--- src/hdl/pbme_pkg.sv ---
`timescale 1ns / 1ps

package pbme_pkg;

    localparam int DATA_W         = 32;
    localparam int FRAC_W         = 16;
    localparam int BLK_W          = 11;
    localparam int DIV_W          = 64;
    localparam int ROOT_W         = 32;
    localparam int MAX_BLOCKS_DEF = 1024;

    typedef enum logic [3:0] {
        ST_IDLE,
        ST_MEAN_GO,
        ST_MEAN_WAIT,
        ST_MUL,
        ST_MSQ_GO,
        ST_MSQ_WAIT,
        ST_VAR_CHK,
        ST_VAR_GO,
        ST_VAR_WAIT,
        ST_SQRT_GO,
        ST_SQRT_WAIT,
        ST_RESULT
    } state_t;

    typedef enum logic [1:0] {
        DIV_MEAN,
        DIV_MSQ,
        DIV_VAR
    } div_sel_t;

    typedef struct packed {
        logic     accept;
        logic     div_start;
        div_sel_t div_sel;
        logic     cap_mean;
        logic     mul_en;
        logic     cap_msq;
        logic     sqrt_start;
        logic     cap_err;
        logic     load_out;
    } cmd_t;

    typedef struct packed {
        logic div_done;
        logic sqrt_done;
        logic multi;
        logic diff_pos;
    } sts_t;

endpackage

--- src/hdl/pbme_div.sv ---
`timescale 1ns / 1ps

module pbme_div #(
    parameter int DW = 64,
    parameter int VW = 11
) (
    input  logic          aclk,
    input  logic          aresetn,
    input  logic          start,
    input  logic [DW-1:0] dividend,
    input  logic [VW-1:0] divisor,
    output logic          done,
    output logic [DW-1:0] quotient
);
    localparam int CNT_W = $clog2(DW);

    logic             busy_reg, busy_next;
    logic             done_reg, done_next;
    logic [CNT_W-1:0] cnt_reg, cnt_next;
    logic [VW-1:0]    rem_reg, rem_next;
    logic [VW-1:0]    dvs_reg, dvs_next;
    logic [DW-1:0]    quo_reg, quo_next;
    logic [VW:0]      rem_sh;
    logic [VW:0]      rem_sub;
    logic             ge;

    always_comb begin
        rem_sh    = {rem_reg, quo_reg[DW-1]};
        rem_sub   = rem_sh - {1'b0, dvs_reg};
        ge        = rem_sh >= {1'b0, dvs_reg};
        busy_next = busy_reg;
        done_next = 1'b0;
        cnt_next  = cnt_reg;
        rem_next  = rem_reg;
        dvs_next  = dvs_reg;
        quo_next  = quo_reg;
        if (start) begin
            busy_next = 1'b1;
            cnt_next  = '0;
            rem_next  = '0;
            dvs_next  = divisor;
            quo_next  = dividend;
        end else if (busy_reg) begin
            rem_next = ge ? rem_sub[VW-1:0] : rem_sh[VW-1:0];
            quo_next = {quo_reg[DW-2:0], ge};
            cnt_next = cnt_reg + 1'b1;
            if (cnt_reg == CNT_W'(DW - 1)) begin
                busy_next = 1'b0;
                done_next = 1'b1;
            end
        end
    end

    always_ff @(posedge aclk) begin
        if (!aresetn) begin
            busy_reg <= 1'b0;
            done_reg <= 1'b0;
            cnt_reg  <= '0;
        end else begin
            busy_reg <= busy_next;
            done_reg <= done_next;
            cnt_reg  <= cnt_next;
        end
        rem_reg <= rem_next;
        dvs_reg <= dvs_next;
        quo_reg <= quo_next;
    end

    assign done     = done_reg;
    assign quotient = quo_reg;

endmodule

--- src/hdl/pbme_sqrt.sv ---
`timescale 1ns / 1ps

module pbme_sqrt (
    input  logic                        aclk,
    input  logic                        aresetn,
    input  logic                        start,
    input  logic [pbme_pkg::DIV_W-1:0]  value,
    output logic                        done,
    output logic [pbme_pkg::ROOT_W-1:0] root
);
    import pbme_pkg::*;

    localparam int CNT_W = $clog2(ROOT_W);
    localparam int REM_W = ROOT_W + 3;

    logic              busy_reg, busy_next;
    logic              done_reg, done_next;
    logic [CNT_W-1:0]  cnt_reg, cnt_next;
    logic [REM_W-1:0]  rem_reg, rem_next;
    logic [ROOT_W-1:0] root_reg, root_next;
    logic [DIV_W-1:0]  val_reg, val_next;
    logic [REM_W-1:0]  rem_sh;
    logic [REM_W-1:0]  trial;
    logic              ge;

    always_comb begin
        rem_sh    = {rem_reg[REM_W-3:0], val_reg[DIV_W-1 -: 2]};
        trial     = {1'b0, root_reg, 2'b01};
        ge        = rem_sh >= trial;
        busy_next = busy_reg;
        done_next = 1'b0;
        cnt_next  = cnt_reg;
        rem_next  = rem_reg;
        root_next = root_reg;
        val_next  = val_reg;
        if (start) begin
            busy_next = 1'b1;
            cnt_next  = '0;
            rem_next  = '0;
            root_next = '0;
            val_next  = value;
        end else if (busy_reg) begin
            rem_next  = ge ? rem_sh - trial : rem_sh;
            root_next = {root_reg[ROOT_W-2:0], ge};
            val_next  = {val_reg[DIV_W-3:0], 2'b00};
            cnt_next  = cnt_reg + 1'b1;
            if (cnt_reg == CNT_W'(ROOT_W - 1)) begin
                busy_next = 1'b0;
                done_next = 1'b1;
            end
        end
    end

    always_ff @(posedge aclk) begin
        if (!aresetn) begin
            busy_reg <= 1'b0;
            done_reg <= 1'b0;
            cnt_reg  <= '0;
        end else begin
            busy_reg <= busy_next;
            done_reg <= done_next;
            cnt_reg  <= cnt_next;
        end
        rem_reg  <= rem_next;
        root_reg <= root_next;
        val_reg  <= val_next;
    end

    assign done = done_reg;
    assign root = root_reg;

endmodule

--- src/hdl/pbme_dp.sv ---
`timescale 1ns / 1ps

module pbme_dp #(
    parameter int MAX_BLOCKS = pbme_pkg::MAX_BLOCKS_DEF
) (
    input  logic                        aclk,
    input  logic                        aresetn,
    input  pbme_pkg::cmd_t              cmd,
    output pbme_pkg::sts_t              sts,
    input  logic signed [pbme_pkg::DATA_W-1:0] s_block_mean,
    input  logic [pbme_pkg::DATA_W-1:0] s_block_mean_square,
    input  logic                        s_start_series,
    output logic signed [pbme_pkg::DATA_W-1:0] m_running_mean,
    output logic [pbme_pkg::DATA_W-1:0] m_running_error,
    output logic [pbme_pkg::BLK_W-1:0]  m_blocks_used,
    output logic                        m_series_full
);
    import pbme_pkg::*;

    localparam int CW = $clog2(MAX_BLOCKS + 1);
    localparam int SW = DATA_W + CW;

    logic [CW-1:0]            count_reg, count_next, cnt_base;
    logic signed [SW-1:0]     sum_m_reg, sum_m_next, sm_base;
    logic [SW-1:0]            sum_s_reg, sum_s_next, ss_base;
    logic                     full_reg, full_next, is_full;
    logic signed [DATA_W-1:0] mean_reg;
    logic [DATA_W-1:0]        mag_reg;
    logic [DATA_W-1:0]        msq_reg;
    logic [DIV_W-1:0]         sq_reg;
    logic [ROOT_W-1:0]        err_reg;
    logic [SW-1:0]            mag_m;
    logic [CW-1:0]            half;
    logic [DIV_W-1:0]         msq_sh, diff;
    logic [DIV_W-1:0]         div_dvd;
    logic [CW-1:0]            div_dvs;
    logic                     div_done, sqrt_done;
    logic [DIV_W-1:0]         quo;
    logic [ROOT_W-1:0]        root;

    always_comb begin
        cnt_base   = s_start_series ? '0 : count_reg;
        sm_base    = s_start_series ? '0 : sum_m_reg;
        ss_base    = s_start_series ? '0 : sum_s_reg;
        is_full    = cnt_base >= CW'(MAX_BLOCKS);
        count_next = is_full ? cnt_base : cnt_base + 1'b1;
        sum_m_next = is_full ? sm_base
                             : sm_base + SW'(s_block_mean);
        sum_s_next = is_full ? ss_base
                             : ss_base + SW'(s_block_mean_square);
        full_next  = is_full;

        mag_m  = sum_m_reg[SW-1] ? SW'(-sum_m_reg) : SW'(sum_m_reg);
        half   = count_reg >> 1;
        msq_sh = {{(DIV_W-DATA_W-FRAC_W){1'b0}}, msq_reg, {FRAC_W{1'b0}}};
        diff   = msq_sh - sq_reg;

        case (cmd.div_sel)
            DIV_MEAN: begin
                div_dvd = DIV_W'(mag_m) + DIV_W'(half);
                div_dvs = count_reg;
            end
            DIV_MSQ: begin
                div_dvd = DIV_W'(sum_s_reg) + DIV_W'(half);
                div_dvs = count_reg;
            end
            DIV_VAR: begin
                div_dvd = diff;
                div_dvs = count_reg - 1'b1;
            end
            default: begin
                div_dvd = '0;
                div_dvs = count_reg;
            end
        endcase
    end

    pbme_div #(
        .DW(DIV_W),
        .VW(CW)
    ) u_div (
        .aclk     (aclk),
        .aresetn  (aresetn),
        .start    (cmd.div_start),
        .dividend (div_dvd),
        .divisor  (div_dvs),
        .done     (div_done),
        .quotient (quo)
    );

    pbme_sqrt u_sqrt (
        .aclk    (aclk),
        .aresetn (aresetn),
        .start   (cmd.sqrt_start),
        .value   (quo),
        .done    (sqrt_done),
        .root    (root)
    );

    always_ff @(posedge aclk) begin
        if (!aresetn) begin
            count_reg <= '0;
            sum_m_reg <= '0;
            sum_s_reg <= '0;
            full_reg  <= 1'b0;
        end else if (cmd.accept) begin
            count_reg <= count_next;
            sum_m_reg <= sum_m_next;
            sum_s_reg <= sum_s_next;
            full_reg  <= full_next;
        end
    end

    always_ff @(posedge aclk) begin
        if (cmd.accept) begin
            err_reg <= '0;
        end else if (cmd.cap_err) begin
            err_reg <= root;
        end
        if (cmd.cap_mean) begin
            mag_reg  <= quo[DATA_W-1:0];
            mean_reg <= sum_m_reg[SW-1] ? -$signed(quo[DATA_W-1:0])
                                        : $signed(quo[DATA_W-1:0]);
        end
        if (cmd.mul_en) begin
            sq_reg <= DIV_W'(mag_reg) * DIV_W'(mag_reg);
        end
        if (cmd.cap_msq) begin
            msq_reg <= quo[DATA_W-1:0];
        end
        if (cmd.load_out) begin
            m_running_mean  <= mean_reg;
            m_running_error <= DATA_W'(err_reg);
            m_blocks_used   <= BLK_W'(count_reg);
            m_series_full   <= full_reg;
        end
    end

    assign sts.div_done  = div_done;
    assign sts.sqrt_done = sqrt_done;
    assign sts.multi     = count_reg > CW'(1);
    assign sts.diff_pos  = msq_sh > sq_reg;

endmodule

--- src/hdl/pbme_ctrl.sv ---
`timescale 1ns / 1ps

module pbme_ctrl (
    input  logic           aclk,
    input  logic           aresetn,
    input  logic           s_valid,
    output logic           s_ready,
    output logic           m_valid,
    input  logic           m_ready,
    output pbme_pkg::cmd_t cmd,
    input  pbme_pkg::sts_t sts
);
    import pbme_pkg::*;

    state_t state_reg, state_next;
    logic   m_valid_reg, m_valid_next;
    logic   slot_free;

    always_ff @(posedge aclk) begin
        if (!aresetn) begin
            state_reg   <= ST_IDLE;
            m_valid_reg <= 1'b0;
        end else begin
            state_reg   <= state_next;
            m_valid_reg <= m_valid_next;
        end
    end

    always_comb begin
        state_next = state_reg;
        cmd        = '0;
        cmd.div_sel = DIV_MEAN;
        s_ready    = 1'b0;
        slot_free  = !m_valid_reg || m_ready;
        case (state_reg)
            ST_IDLE: begin
                s_ready    = 1'b1;
                cmd.accept = s_valid;
                if (s_valid) begin
                    state_next = ST_MEAN_GO;
                end
            end
            ST_MEAN_GO: begin
                cmd.div_start = 1'b1;
                state_next    = ST_MEAN_WAIT;
            end
            ST_MEAN_WAIT: begin
                if (sts.div_done) begin
                    cmd.cap_mean = 1'b1;
                    state_next   = sts.multi ? ST_MUL : ST_RESULT;
                end
            end
            ST_MUL: begin
                cmd.mul_en = 1'b1;
                state_next = ST_MSQ_GO;
            end
            ST_MSQ_GO: begin
                cmd.div_sel   = DIV_MSQ;
                cmd.div_start = 1'b1;
                state_next    = ST_MSQ_WAIT;
            end
            ST_MSQ_WAIT: begin
                cmd.div_sel = DIV_MSQ;
                if (sts.div_done) begin
                    cmd.cap_msq = 1'b1;
                    state_next  = ST_VAR_CHK;
                end
            end
            ST_VAR_CHK: begin
                state_next = sts.diff_pos ? ST_VAR_GO : ST_RESULT;
            end
            ST_VAR_GO: begin
                cmd.div_sel   = DIV_VAR;
                cmd.div_start = 1'b1;
                state_next    = ST_VAR_WAIT;
            end
            ST_VAR_WAIT: begin
                cmd.div_sel = DIV_VAR;
                if (sts.div_done) begin
                    state_next = ST_SQRT_GO;
                end
            end
            ST_SQRT_GO: begin
                cmd.sqrt_start = 1'b1;
                state_next     = ST_SQRT_WAIT;
            end
            ST_SQRT_WAIT: begin
                if (sts.sqrt_done) begin
                    cmd.cap_err = 1'b1;
                    state_next  = ST_RESULT;
                end
            end
            ST_RESULT: begin
                if (slot_free) begin
                    cmd.load_out = 1'b1;
                    state_next   = ST_IDLE;
                end
            end
            default: begin
                state_next = ST_IDLE;
            end
        endcase

        if (cmd.load_out) begin
            m_valid_next = 1'b1;
        end else if (m_ready) begin
            m_valid_next = 1'b0;
        end else begin
            m_valid_next = m_valid_reg;
        end
    end

    assign m_valid = m_valid_reg;

endmodule

--- src/hdl/progressive_block_mean_error.sv ---
`timescale 1ns / 1ps
// channel | ports                                        | handshake
// input   | s_block_mean, s_block_mean_square, s_start_series | s_valid / s_ready
// result  | m_running_mean, m_running_error, m_blocks_used, m_series_full | m_valid / m_ready
//
// One item at a time: the mean division always; when the count exceeds one, the multiply,
// mean-square division and variance check; if the variance is positive, the variance
// division and square root. The divider is shared and 64-step radix-2, the root 32-step;
// each pass runs a start state, its steps and a wait for done.
// Synchronous active-low reset clears count, sums and control; no clearing pass.
// A result waits in the output register; the next item is taken meanwhile and is held
// only at the end of its work if the previous result has not been taken.
module progressive_block_mean_error #(
    parameter int MAX_BLOCKS = pbme_pkg::MAX_BLOCKS_DEF
) (
    input  logic                               aclk,
    input  logic                               aresetn,
    input  logic                               s_valid,
    output logic                               s_ready,
    input  logic signed [pbme_pkg::DATA_W-1:0] s_block_mean,
    input  logic [pbme_pkg::DATA_W-1:0]        s_block_mean_square,
    input  logic                               s_start_series,
    output logic                               m_valid,
    input  logic                               m_ready,
    output logic signed [pbme_pkg::DATA_W-1:0] m_running_mean,
    output logic [pbme_pkg::DATA_W-1:0]        m_running_error,
    output logic [pbme_pkg::BLK_W-1:0]         m_blocks_used,
    output logic                               m_series_full
);
    import pbme_pkg::*;

    cmd_t cmd;
    sts_t sts;

    pbme_ctrl u_ctrl (
        .aclk    (aclk),
        .aresetn (aresetn),
        .s_valid (s_valid),
        .s_ready (s_ready),
        .m_valid (m_valid),
        .m_ready (m_ready),
        .cmd     (cmd),
        .sts     (sts)
    );

    pbme_dp #(
        .MAX_BLOCKS(MAX_BLOCKS)
    ) u_dp (
        .aclk                (aclk),
        .aresetn             (aresetn),
        .cmd                 (cmd),
        .sts                 (sts),
        .s_block_mean        (s_block_mean),
        .s_block_mean_square (s_block_mean_square),
        .s_start_series      (s_start_series),
        .m_running_mean      (m_running_mean),
        .m_running_error     (m_running_error),
        .m_blocks_used       (m_blocks_used),
        .m_series_full       (m_series_full)
    );

endmodule

--- config.mk ---
export PLATFORM = sky130hd
export DESIGN_NAME = progressive_block_mean_error
export DESIGN_NICKNAME = d
export VERILOG_FILES = /design/src/hdl/pbme_pkg.sv /design/src/hdl/pbme_div.sv /design/src/hdl/pbme_sqrt.sv /design/src/hdl/pbme_dp.sv /design/src/hdl/pbme_ctrl.sv /design/src/hdl/progressive_block_mean_error.sv
export SDC_FILE = /design/constraint.sdc
export NUM_CORES = 2
export LEC_CHECK = 0
export BUFFER_PORTS_ARGS = -buffer_cell sky130_fd_sc_hd__buf_2
export CAP_MARGIN = 20
export CORE_ASPECT_RATIO = 1.1
export CORE_UTILIZATION = 60
export DETAILED_ROUTE_END_ITERATION = 8
export PLACE_DENSITY_LB_ADDON = 0.2
export RECOVER_POWER = 25
export SYNTH_ARGS = -nofsm -noshare
export SYNTH_HDL_FRONTEND = slang
export SYNTH_SLANG_ARGS = --single-unit
--- constraint.sdc ---
create_clock -name aclk -period 11.7 [get_ports aclk]
set_clock_uncertainty 0.15 [all_clocks]
set_input_delay 3.51 -clock aclk [delete_from_list [all_inputs] [get_ports aclk]]
set_output_delay 3.51 -clock aclk [all_outputs]
set_load 0.01 [all_outputs]
After elaboration in Yosys (flattened, before gate mapping):

Index checks and enable logic that the tools add are counted.

* add/sub/neg operators: 13
* multiply operators: 1
* magnitude comparators: 5
* equality and inequality tests: 21
* mux-type cells: 48
* bitwise operators: 3
* reduce and logical (&&, ||, !) cells: 15

Operators by type and width (number)
* 2-to-1 mux 64 bit: 4
* 2-to-1 mux 43 bit: 5
* one-hot mux 64 bit (3 select lines): 1
* adder 43 x 10 -> 44 bit: 2
* adder 43 x 32 -> 43 bit: 2
* greater-than comparator 48 x 64 -> 1 bit: 1
* multiplier 32 x 32 -> 64 bit: 1
* subtractor 48 x 64 -> 64 bit: 1
* one-hot mux 4 bit (12 select lines): 1
* 2-to-1 mux 11 bit: 4
* negator 43 bit: 1
* greater-or-equal comparator 35 x 34 -> 1 bit: 1
* 2-to-1 mux 33 bit: 1
* subtractor 33 bit: 1
* 2-to-1 mux 32 bit: 1
* 2-to-1 mux 4 bit: 8
* negator 32 bit: 1
* 2-to-1 mux 1 bit: 22
* == test 4 x 3 -> 1 bit (second input constant): 4
* == test 4 bit (second input constant): 4
* greater-or-equal comparator 12 x 11 -> 1 bit: 1
* adder 11 x 1 -> 11 bit (second input constant): 1
* greater-or-equal comparator 11 bit (second input constant): 1
* greater-than comparator 11 x 1 -> 1 bit (second input constant): 1
* other kinds (22): 36

* register bits: 601
* output and inout port bits: 78
* logic and storage cells: 133

Depth between registers and ports, before layout:

* depth after elaboration: 6
* mapped depth: 34

Cells and area by module:

Synthesis repeated with hierarchy kept, for this count alone.

* cell total of the unflattened synthesis: 6679
* area, all modules: 64398.0 um2

By module, submodules not included
* pbme_dp: instances 1, cells each 5568, area an instance 51903.5 um2
* pbme_sqrt: instances 1, cells each 729, area an instance 7489.7 um2
* pbme_div: instances 1, cells each 319, area an instance 4491.8 um2
* pbme_ctrl: instances 1, cells each 63, area an instance 513.0 um2

Worst setup path before layout:

No wires, ideal clock.

* kind: register to register
* from: reg u_dp.mag_reg[27]
* to: reg u_dp.sq_reg[63] (data pin)
* setup time: 0.261 ns
* data arrival time: 7.995 ns
* path slack: 3.294 ns
* stages on the path, launching flop included: 32
* clock period less this slack: 8.406 ns
* cell sequence: edfxtp_1 -> clkbuf_1 -> clkbuf_1 -> clkbuf_1 -> nand2_1 -> fa_1 -> fa_1 -> inv_1 -> fa_1 -> inv_1 -> fa_1 -> inv_1 -> fa_1 -> fa_1 -> fa_1 -> inv_1 -> fa_1 -> inv_1 -> ha_1 -> clkbuf_1 -> nand4_1 -> nor3_1 -> nand3_1 -> a211oi_1 -> nor3_1 -> o21a_1 -> o21a_1 -> o31a_1 -> a211oi_1 -> nor2_1 -> o21ai_0 -> xnor2_1

* cells in the longest elaborated chain, start to end: 1

Ends and longest elaborated chain
* start: declaration: line pbme_dp.sv:28 `logic [DATA_W-1:0] mag_reg;`
* start signal: assignment: line pbme_dp.sv:121 `mag_reg <= quo[DATA_W-1:0];`
* multiplier 32 x 32 -> 64 bit: line pbme_dp.sv:126 `sq_reg <= DIV_W'(mag_reg) * DIV_W'(mag_reg);`
* end signal: assignment: line pbme_dp.sv:126
* end: declaration: line pbme_dp.sv:30 `logic [DIV_W-1:0] sq_reg;`

Every way passes these cells.
A chain may end at the register's enable or synchronous reset.

Worst setup path after layout:

* from: reg u_dp.mag_reg[0]
* to: reg u_dp.sq_reg[63] (data pin)

The elaborated chain is that of the path after synthesis.

==> flow_metrics.py <==
metrics = {
    "worst_setup_path": {
        "ff2ff_setup_slack_ns": 2.33,
        "rr_worst_depth": 28,
        "cp_max_fo": 16,
        "worstSetupStartpoint": "u_dp.mag_reg[0]$_DFFE_PP_",
        "path_buf_inv": 4,
        "cp-end-kind": "flop",
        "slowest_stage": "edfxtp_1",
        "crit_top_cell": "fa_1",
        "critPathMaxStageDelay_ns": 1.02,
        "r2r_start": "u_dp.mag_reg[0]$_DFFE_PP_",
        "crit_family": "adder cells",
        "critPathArrivalTime_ns": 9.57,
        "required_ns": 11.89,
        "r2r_end": "u_dp.sq_reg[63]$_DFFE_PP_",
        "criticalPathCategory": "reg -> reg",
        "start_kind": "flop",
    },
    "worst_hold_path": {
        "hold_class": "reg -> reg",
        "hold_depth": 0,
        "min_to": "u_dp.m_running_mean[6]$_DFFE_PP_",
        "min_from": "u_dp.mean_reg[6]$_DFFE_PP_",
    },
    "clock_tree": {
        "numCtsBuffers": 66,
        "cts_resized": 0,
        "cts_tree": "done",
        "cts.sinks": 599,
        "clock_path_buffers": 3,
        "clock_latency_ns": 0.62,
        "cts-root-buf": "clkbuf_16",
        "cts_setup_buffers": 0,
        "ctsHoldBuffers": 0,
        "path_clk_slew_ns": 0.06,
        "htree_num_levels": 3,
    },
    "logic_synthesis": {
        "synthArstFlopShare": 0,
        "synth-edff-count": 373,
        "ys_ff_latch": 599,
        "syn_avg_cell_area_sq_um": 9.35,
        "yosysMostFrequentCell": "inv_1",
        "syn_inst": 6727,
        "synth_compound_area_frac": 0.112,
        "synthFlopType": "edfxtp_1",
        "synth_top_cell_area_share": 0.253,
        "synth_top_family_by_area": "adder cells",
        "synth_cell_types": 93,
        "synth-adder-area-share": 0.346,
        "seq_area_frac_synth": 0.250,
        "synth_nets": 8061,
        "yosys.area_share.xor_xnor": 0.0523,
        "synth-simple-area-share": 0.144,
        "synth.area.top_cells": "fa_1, edfxtp_1, ha_1, dfxtp_1, inv_1",
        "synth_area_sq_mm": 0.0629,
        "synth_common_cells": "inv_1, nand2_1, fa_1",
        "synth_warnings": 0,
        "muxShareOfSynthArea": 0.0114,
        "yosysTopAreaCell": "fa_1",
    },
    "timing": {
        "maxSlewViolCount": 250,
        "setup_viol": 0,
        "max_freq_ghz": 0.107,
        "layout_setup_ws_ns": 2.33,
        "hold_viol": 0,
        "relSlewSlack": -1.62,
        "layout_min_cycle_time_ns": 9.37,
        "final.period_utilization": 0.801,
        "hold_ws_ns": 0.267,
        "tightest_slew_ns": 3.93,
        "rsz0062_at_grt": "no",
        "setup-tns-final_ns": 0,
    },
    "placement": {
        "place_congestion": 0.940,
        "portBuffers": 146,
        "dp_hpwl_um": 123000,
        "pre_cts_ws_ns": 2.50,
    },
    "cells_and_area": {
        "fill_cells": 8599,
        "finalNetCount": 8042,
        "final_util": 0.645,
        "syn_to_final_growth_pct": 6.49,
        "seqCellArea_sq_mm": 0.0157,
        "drive_gt1_frac": 0.0568,
        "multi_input_area_sq_mm": 0.0420,
    },
    "drt": {
        "wl_met1_um": 67400,
        "wl_per_cell_um": 19.7,
        "highest_layer": "met4",
        "routed_wl_um": 160000,
        "first_pass_iters": 6,
        "dr_wl_met3_um": 11100,
        "num_vias": 47000,
        "drc": 0,
        "first_iter_violations": 4075,
        "wl_met2_um": 76400,
        "route.antenna.remaining_nets": 0,
        "vias_per_cell": 5.77,
    },
    "power": {
        "pwr-share-comb": 0.358,
        "power.switching_mw": 3.29,
        "leakage_nw": 31.3,
        "intPower_mw": 5.17,
        "peakVddDrop_mv": 0.171,
        "pwr-share-seq": 0.392,
        "total_power_mw": 8.46,
        "p_sw_frac": 0.389,
        "pwr-share-clk": 0.250,
        "power_density_mw_per_mm2": 126,
    },
    "die": {
        "fp-row-count": 124,
        "io_pins": 147,
        "initial_core_util": 0.605,
        "placeableCoreArea_sq_mm": 0.104,
        "fp.dieH_um": 342,
        "dieArea_sq_mm": 0.106,
        "die_w_um": 311,
    },
    "status": {
        "violations": "capacitance limit, slew limit",
        "outcome": "finished with violations",
    },
    "grt": {
        "antenna_found_initial": 5,
        "grt_usage": 0.307,
        "grt_pass1_vias": 47500,
        "grt_pass1_wl_um": 258000,
        "grt_overflow_total": 0,
        "grt_max_degree": 83,
    },
    "run": {
        "maxCapViolCount": 4,
    },
}
-- worst max-delay path by stage --
| stage | depth (start not counted) | endpoint | slack, ns |
|---|---|---|---|
| global route | 28 | u_dp.sq_reg[63]$_DFFE_PP_ | 1.93 |
| global placement | 28 | u_dp.sq_reg[63]$_DFFE_PP_ | 2.49 |
| CTS | 27 | u_dp.sq_reg[63]$_DFFE_PP_ | 2.45 |
| finish | 28 | u_dp.sq_reg[63]$_DFFE_PP_ | 2.33 |
| floorplan | 31 | u_dp.sq_reg[63]$_DFFE_PP_ | 3.29 |
| detailed placement | 27 | u_dp.sq_reg[63]$_DFFE_PP_ | 2.50 |
-- metal layers --
layer,global-route usage,vias to the layer above
met5,0,-
met4,0.0930,0
met3,0.0441,309
met2,0.505,1643
met1,0.423,23200
li1,-,21800
-- cell families (layout without fill, tap and decap cells) --
group,count (synthesis),in the layout
AND/OR/NAND/NOR,1905,1905
buffers and inverters,1407,1439
adder cells (fa/ha/maj),1265,1265
AO/OA/AOI/OAI,1104,1104
flip-flops,599,599
XOR/XNOR,376,376
multiplexers,71,71
other,0,3
-- worst register-to-register path: cells and delay by family, from the launching register on --
kind	cells	cell delay, ns
AOI/OAI and AO/OA	10	1.88
and+or+nand+nor	3	0.98
adders and majority gates	9	3.70
buffers and inverters	4	1.01
xor gates and xnor gates	2	0.35
DFF	1	1.02
-- stage by stage --
stage | cell area (sq um) | cells
floorplan | 62900 | 6727
global placement | 64800 | 8024
detailed placement | 64800 | 8025
CTS | 67000 | 8144
global route | 67000 | 8146
finish | 67000 | 8148
-- power groups by stage --
stage	Sequential, mW	Combinational [mW]	Clock (mW)
5_1_grt	3.33	3.37	2.22
2_1_floorplan	3.05	2.34	0
6_report	3.31	3.03	2.12
3_3_place_gp	3.31	2.91	0
3_5_place_dp	3.32	2.97	0
4_1_cts	3.28	2.99	2.14
-- final cells by class --
| type | count | area share |
|---|---|---|
| diodes | 3 | 0.000112 |
| clock buffers | 86 | 0.0270 |
| clock inverters | 33 | 0.00536 |
| inverters | 1111 | 0.0622 |
| multi-input cells | 4721 | 0.626 |
| flip-flops and latches | 599 | 0.235 |
| well taps | 1386 | 0.0259 |
| repair buffers | 209 | 0.0183 |
-- layout by cell type, fill, tap and decap left out, types with 13 or more instances in the layout --
master,n
a211oi_1,32
a21boi_0,16
a21o_1,142
a21oi_1,336
a22oi_1,18
a311oi_1,14
a31o_2,18
a31oi_1,48
and2_1,245
and3_1,32
buf_2,146
buf_4,55
clkbuf_1,20
clkbuf_16,69
dfxtp_1,224
edfxtp_1,373
fa_1,796
ha_1,469
inv_1,1110
mux2i_1,67
nand2_1,867
nand2b_1,42
nand3_1,82
nand4_1,38
nor2_1,291
nor2b_1,117
nor3_1,50
nor4_1,18
o211ai_1,15
o21a_1,24
o21ai_0,254
o21bai_1,32
o31a_1,13
o31ai_1,29
or2_2,13
or3_1,31
or4_1,21
xnor2_1,237
xor2_1,139
Power figures use the tool's default switching activity.
